**config.mk**
```make
export PLATFORM = sky130hd
export DESIGN_NAME = apt_cell
export DESIGN_NICKNAME = d
export VERILOG_FILES = /design/src/rtl/apt_pkg.sv /design/src/rtl/apt_cell.sv
export SDC_FILE = /design/constraint.sdc
export NUM_CORES = 1
export LEC_CHECK = 0
export BUFFER_PORTS_ARGS = -buffer_cell sky130_fd_sc_hd__buf_2
export CORE_AREA = 8 8 195 197
export DETAILED_ROUTE_END_ITERATION = 8
export DIE_AREA = 0 0 203 205
export PLACE_DENSITY = 0.68
export REMOVE_ABC_BUFFERS = 1
export SLEW_MARGIN = 20
export SYNTH_ARGS = -nofsm -noshare
export SYNTH_HDL_FRONTEND = slang
export SYNTH_SLANG_ARGS = --single-unit
```
**constraint.sdc**
```tcl
create_clock -name clk_i -period 4.8 [get_ports clk_i]
set_clock_uncertainty 0.15 [all_clocks]
set_input_delay 0.48 -clock clk_i [delete_from_list [all_inputs] [get_ports clk_i]]
set_output_delay 0.48 -clock clk_i [all_outputs]
set_load 0.02 [all_outputs]
```
**src/rtl/apt_pkg.sv**
```systemverilog
`timescale 1ns / 1ps
// ----------------------------------------------------------------------------
// apt_pkg
// Shared types, codes and helpers of the attention priority table.
// ----------------------------------------------------------------------------
package apt_pkg;

  // default sizing
  localparam int unsigned MAX_ENTRIES_DEF = 64;
  localparam int unsigned TICK_RATE_DEF   = 1000;

  // command codes
  typedef enum logic [3:0] {
    CMD_ALLOC   = 4'd0,
    CMD_FREE    = 4'd1,
    CMD_PRIO    = 4'd2,
    CMD_SLICE   = 4'd3,
    CMD_THINK   = 4'd4,
    CMD_INFER   = 4'd5,
    CMD_LEARN   = 4'd6,
    CMD_UPDATE  = 4'd7,
    CMD_DECAY   = 4'd8,
    CMD_STATS   = 4'd9,
    CMD_FINDMAX = 4'd10,
    CMD_SPREAD  = 4'd11,
    CMD_BOOST   = 4'd12,
    CMD_SLEEP   = 4'd13,
    CMD_RESUME  = 4'd14
  } cmd_e;

  // result status codes
  localparam logic [1:0] STAT_DONE  = 2'd0;
  localparam logic [1:0] STAT_NONE  = 2'd1;
  localparam logic [1:0] STAT_EMPTY = 2'd2;

  // entry modes
  localparam logic [2:0] MODE_IDLE   = 3'd0;
  localparam logic [2:0] MODE_THINK  = 3'd1;
  localparam logic [2:0] MODE_REASON = 3'd2;
  localparam logic [2:0] MODE_LEARN  = 3'd3;
  localparam logic [2:0] MODE_WAIT   = 3'd4;

  // one table entry
  typedef struct packed {
    logic        occ;
    logic [15:0] sa;
    logic [15:0] la;
    logic [2:0]  mode;
    logic [31:0] inf;
    logic [31:0] cyc;
  } entry_t;

  // broadcast operation seen by every cell
  typedef enum logic [1:0] {
    BC_NONE  = 2'd0,
    BC_WRITE = 2'd1,
    BC_DECAY = 2'd2
  } bc_op_e;

  typedef struct packed {
    bc_op_e      op;
    logic        t_en;
    logic [15:0] t_sa;
    entry_t      ent;
  } bcast_t;

  // running totals handed from cell to cell during a walk
  typedef struct packed {
    logic               vld;
    logic [31:0]        inf;
    logic [31:0]        cyc;
    logic signed [16:0] best;
    logic [5:0]         idx;
    logic               found;
  } chain_t;

  // signed divide by ten, truncated toward zero, magnitude below 2^19
  function automatic logic signed [19:0] div10(input logic signed [19:0] x);
    logic        neg;
    logic [19:0] a;
    logic [35:0] p;
    logic [19:0] q;
    logic [19:0] r;
    neg = x[19];
    a   = neg ? 20'(-x) : 20'(x);
    p   = 36'(a) * 36'(52428);
    q   = 20'(p >> 19);
    r   = a - ((q << 3) + (q << 1));
    if (r >= 20'd10) q = q + 20'd1;
    return neg ? -$signed(q) : $signed(q);
  endfunction

endpackage

```
**src/rtl/apt_cell.sv**
```systemverilog
`timescale 1ns / 1ps
// ----------------------------------------------------------------------------
// apt_cell
// One table entry: local update, read-out and one step of the walk chain.
// ----------------------------------------------------------------------------
module apt_cell import apt_pkg::*; #(
  parameter int unsigned INDEX = 0,
  parameter int unsigned AW    = 6
) (
  input  logic          clk_i,
  input  logic          rst_ni,
  input  bcast_t        bc_i,
  input  logic [AW-1:0] wr_addr_i,
  input  logic [AW-1:0] t_addr_i,
  input  logic [AW-1:0] rd_a_addr_i,
  input  logic [AW-1:0] rd_b_addr_i,
  input  chain_t        chain_i,
  output chain_t        chain_o,
  output entry_t        rd_a_o,
  output entry_t        rd_b_o
);

  localparam logic [AW-1:0] MyIdx = AW'(INDEX);

  logic        occ_q;
  logic [15:0] sa_q;
  logic [15:0] la_q;
  logic [2:0]  mode_q;
  logic [31:0] inf_q;
  logic [31:0] cyc_q;
  chain_t      chain_q;
  chain_t      chain_d;
  entry_t      ent;
  logic        hit_w;
  logic        hit_t;

  assign hit_w = (bc_i.op == BC_WRITE) && (wr_addr_i == MyIdx);
  assign hit_t = (bc_i.op == BC_WRITE) && bc_i.t_en && (t_addr_i == MyIdx);

  // occupancy flag
  always_ff @(posedge clk_i or negedge rst_ni) begin
    if (!rst_ni) begin
      occ_q <= 1'b0;
    end else if (hit_w) begin
      occ_q <= bc_i.ent.occ;
    end
  end

  // entry payload
  always_ff @(posedge clk_i) begin
    if (hit_w) begin
      sa_q   <= bc_i.ent.sa;
      la_q   <= bc_i.ent.la;
      mode_q <= bc_i.ent.mode;
      inf_q  <= bc_i.ent.inf;
      cyc_q  <= bc_i.ent.cyc;
    end else if (hit_t) begin
      sa_q <= bc_i.t_sa;
    end else if (bc_i.op == BC_DECAY && occ_q && $signed(sa_q) > 16'sd0) begin
      sa_q <= sa_q - 16'd1;
    end
  end

  // read-out, masked so the top can or the cells together
  assign ent = '{occ: occ_q, sa: sa_q, la: la_q, mode: mode_q, inf: inf_q, cyc: cyc_q};
  assign rd_a_o = (rd_a_addr_i == MyIdx) ? ent : '0;
  assign rd_b_o = (rd_b_addr_i == MyIdx) ? ent : '0;

  // walk step: add own counters, compete for the maximum
  always_comb begin
    chain_d = chain_i;
    if (chain_i.vld && occ_q) begin
      chain_d.inf = chain_i.inf + inf_q;
      chain_d.cyc = chain_i.cyc + cyc_q;
      if ($signed({sa_q[15], sa_q}) > chain_i.best) begin
        chain_d.best  = $signed({sa_q[15], sa_q});
        chain_d.idx   = 6'(INDEX);
        chain_d.found = 1'b1;
      end
    end
  end

  always_ff @(posedge clk_i or negedge rst_ni) begin
    if (!rst_ni) begin
      chain_q <= '0;
    end else begin
      chain_q <= chain_d;
    end
  end

  assign chain_o = chain_q;

endmodule

```
-- After elaboration in Yosys (flattened, before gate mapping)
Index checks and enable logic that the tools add are counted.
- bits in registers: 189
- output and inout bits: 289
- logic and storage cells: 37
- add/sub/neg operators: 3
- $lt $le $gt $ge: 2
- equal/unequal tests: 2
- mux-type cells: 7
- reductions and logical operators: 11
- operator list (operator ; count):
    100-bit two-way mux ; 2
    88-bit two-way mux ; 1
    32-bit adder ; 2
    16-bit two-way mux ; 3
    6-bit logical NOT ; 4
    24-bit two-way mux ; 1
    16-bit by 17-bit > comparator with 1-bit output ; 1
    16-bit by 1-bit > comparator with 1-bit output, second input constant ; 1
    16-bit by 1-bit subtractor with 16-bit output, second input constant ; 1
    1-bit logical AND ; 6
    3-bit nonzero test ; 1
    2-bit by 1-bit equality test with 1-bit output, second input constant ; 1
    2-bit equality test, second input constant ; 1

-- Depth between registers and ports, before layout
- word-level depth: 6
- gate-level depth with buffers: 13
- mapped depth without buffers: 12

-- Least setup slack after synthesis
No wires, ideal clock.
- kind: input-to-reg
- start: in wr_addr_i[0]
- end: reg sa_q[0], enable pin
- library setup time: 376 ps
- arrival: 4174 ps
- data required time: 4274 ps
- slack: 100 ps
- cell stages on the path: 5
- buffers on the path: 2
- cell sequence: nor4_1 > and3_1 > clkbuf_1 > clkbuf_1 > nand3b_1
- cells in the longest elaborated chain, start to end: 3
- RTL lines (what ; line ; text):
    start, declared ; apt_cell.sv:13 ; input logic [AW-1:0] wr_addr_i,
    6-bit logical NOT ; apt_cell.sv:37 ; assign hit_w = (bc_i.op == BC_WRITE) && (wr_addr_i == MyIdx);
    1-bit logical AND ; apt_cell.sv:37 ;
    via hit_w ; apt_cell.sv:34 ; logic hit_w;
    3-bit nonzero test (no line) ; - ;
    end signal, assigned ; apt_cell.sv:52 ; sa_q <= bc_i.ent.sa;
    end signal, assigned ; apt_cell.sv:58 ; sa_q <= bc_i.t_sa;
    end signal, assigned ; apt_cell.sv:60 ; sa_q <= sa_q - 16'd1;
    end, declared ; apt_cell.sv:26 ; logic [15:0] sa_q;
The timed path passes the listed nets, and every way through them passes these cells.
A chain may end at the register's enable or synchronous reset.

==> out/metrics.csv <==
stage;metric;value;unit
outcome;status;completed;
worst_setup_path;CP Launch Type;register;
timing;min cycle time layout;3.51;ns
clocking;CTS tree;built;
placement;DPL Wire Length;33800;um
global_route;antenna violations before repair;13;
logic_synthesis;post-synthesis simple-gate area fraction;0.218;
logic_synthesis;Synth Area in XOR/XNOR;0.0475;
worst_setup_path;R2R depth;10;
die;number of top-level pins;523;
final_layout;post-route insts no fill;2194;
logic_synthesis;area share of fa/ha/maj cells after synthesis;0.0883;
logic_synthesis;post-synthesis mux area share;0.0218;
logic_synthesis;post-synthesis sequential area ratio;0.443;
worst_setup_path;CP endpoint kind;register;
power_and_ir_drop;Power Density;243;mW/mm2
drt;Pre-antenna DRT Iters;5;
final_layout;NumNets Final;2031;
timing;Slew Limit Fails;0;
timing;Hold Fails Final Rpt;0;
final_layout;area added between synthesis and finish;30.7;%
die;Die W;203;um
die;die area;0.0416;mm2
drt;drt wl/cell;19.0;um
logic_synthesis;synthesized flop and latch total;189;
logic_synthesis;top cell type by total area after synthesis;edfxtp_1;
logic_synthesis;synth unique cells;62;
global_route;gr ovfl total;0;
clocking;CTS root buffer;clkbuf_16;
min_path;WHS Endpoint;cyc_q[30]$_DFFE_PP_;
die;Initial Util;0.337;
min_path;Tightest Hold Check Type;in2reg;
drt;Vias;10883;
logic_synthesis;cell with the most instances after synthesis;and2_1;
worst_setup_path;flop2flop setup slack;1.29;ns
clocking;Clock transition at path regs;0.07;ns
die;Core ar.;0.0350;mm2
placement;global placer's final weighted congestion;0.916;
global_route;vias in the first global route;11198;
worst_setup_path;CP max FO;3;
worst_setup_path;R2R Path End;chain_o[55]$_DFF_PN0_;
drt;Vias/cell;4.96;
power_and_ir_drop;Worst IR Drop VDD;272;uV
die;num rows;69;
timing;Fmax;285;MHz
logic_synthesis;top cells by area, synth;edfxtp_1 25%, dfrtp_1 19%, and2_1 11%;
clocking;post-cts resize count;0;
clocking;clk buf depth;2;
drt;Total Wirelength;41600;um
final_layout;final instance area;0.0154;mm2
logic_synthesis;Ys Warns;0;
placement;PortBufs;522;
logic_synthesis;syn avg cell area;9.66;um2
timing;Final Setup Violations;0;
global_route;wire length of the first global-routing pass;62200;um
die;chip height;205;um
timing;Slew headroom;0.371;
placement;Post-Place Cells;2156;
logic_synthesis;top_reg_cell synth;edfxtp_1;
run;Max-Cap Viols;0;
worst_setup_path;WP data required;4.96;ns
drt;DRC viols;0;
global_route;largest net degree at the start of global routing;119;
logic_synthesis;Mapped Area;0.0118;mm2
clocking;Clk Latency, worst-skew pair;0.45;ns
logic_synthesis;number of synthesized flops with an enable pin;99;
logic_synthesis;largest family of logic cells by synthesized area;simple AND/OR/NAND/NOR gates;
timing;final worst-path cycle share;0.730;
logic_synthesis;Yosys top cell area share;0.252;
power_and_ir_drop;P_leak;7.63;nW
drt;drt first-iter violations;576;
clocking;total CTS buffers;17;
clocking;clock sink count;189;
min_path;HP Start;bc_i[30];
power_and_ir_drop;total power;3.75;mW
timing;RSZ-0062 raised after global routing;no;
worst_setup_path;Critical Path AT;3.67;ns
worst_setup_path;RR Startpoint;cyc_q[3]$_DFFE_PP_;
logic_synthesis;Compound-Gate Fraction of Synth Area;0.147;
placement;DP Area;0.0148;mm2
min_path;hold depth;1;
timing;Worst Tran Pin Value;0.944;ns
final_layout;layout cells sized above 1;0.344;
worst_setup_path;critical setup path kind;reg2reg;
final_layout;utilization after layout;0.441;
drt;Final ANT Viol Nets;0;
worst_setup_path;worst setup path start;cyc_q[3]$_DFFE_PP_;
clocking;CTS H-tree depth;4;
logic_synthesis;ys async rst share;0.476;
logic_synthesis;Commonest cells post-synth;202 x and2_1, 133 x nand2_1, 115 x o21ai_0, 99 x edfxtp_1, 90 x dfrtp_1;
global_route;GRT Total Usage;0.191;
logic_synthesis;Cells after Synth;1221;
flip-flops by register name, indices dropped and copies added, names as in the netlist:
register	count
chain_o	89
cyc_q	32
inf_q	32
la_q	16
mode_q	3
occ_q	1
sa_q	16
worst max path at each step:
stage                                       end  slack [ns]  cells past startpoint
after floorplan                       rd_a_o[0]       -0.45                      3
after global placement    chain_o[55]$_DFF_PN0_        1.07                     11
after detailed placement  chain_o[55]$_DFF_PN0_        1.09                     11
after CTS                 chain_o[55]$_DFF_PN0_        1.22                     10
after global routing      chain_o[41]$_DFF_PN0_        1.05                     10
final                     chain_o[55]$_DFF_PN0_        1.29                     10
area by class of cell:
| class | instances | area [um2] |
|---|---|---|
| clock inverters | 10 | 90.1 |
| inverters | 40 | 150 |
| diodes | 5 | 12.5 |
| multi-input cells | 934 | 6190 |
| well taps | 461 | 577 |
| clock buffers | 22 | 464 |
| repair buffers | 533 | 2700 |
| flip-flops and latches | 189 | 5230 |
| fillers | 3409 | 19600 |
power breakdown:
part / switching, mW / internal (mW)
sequential: 0.0154 / 1.75
clock: 0.647 / 0.742
combinational: 0.349 / 0.247
total: 1.01 / 2.74
worst max-delay path, cell delays in order, from the launching register on:
cell and delay, ns:
edfxtp_1 0.42, ha_1 0.34, and2_1 0.18, a221oi_1 0.65
a211oi_2 0.17, or4b_1 0.54, nand2_1 0.12, o21ai_0 0.13
o311ai_0 0.36, o41ai_1 0.16, xor2_1 0.16
layout by cell type (no fill, tap or decap), types with 31 or more instances in the layout:
| cell | n |
|---|---|
| ha_1 | 80 |
| a21o_1 | 31 |
| inv_1 | 40 |
| dfrtp_1 | 90 |
| edfxtp_1 | 99 |
| xnor2_1 | 38 |
| nor2_1 | 34 |
| buf_2 | 521 |
| and2_1 | 202 |
| o21ai_0 | 115 |
| a21oi_1 | 70 |
| nand2_1 | 133 |
per-stage QoR:
step	hold slack, ns	setup slack [ns]	TNS [ns]
after floorplan	0.0344	-0.445	-85.45
after global placement	0.443	1.07	0
after detailed placement	0.457	1.09	0
after CTS	0.0214	1.22	0
after global routing	0.0217	1.05	0
final	0.0542	1.29	0
kinds of logic after synthesis:
| kind of cell | count (synthesis) |
|---|---|
| XOR/XNOR | 64 |
| multiplexers | 23 |
| AND/OR/NAND/NOR | 480 |
| buffers and inverters | 98 |
| flip-flops | 189 |
| AO/OA/AOI/OAI | 285 |
| adder cells (fa/ha/maj) | 82 |
layer usage:
metal  global-route usage  share of wire  up-vias
li1                     -              -     5280
met1                0.217           0.40     5104
met2                0.331           0.50      417
met3               0.0674          0.082       68
met4               0.0666          0.025       14
met5                    0         0.0018        -
what timing repair did:
item,in CTS,in global routing
hold endpoints to repair,13,0
hold buffers,1,0
buffers inserted,0,0
setup endpoints to repair,0,0
No activity file was read; power rests on OpenSTA's default activity.
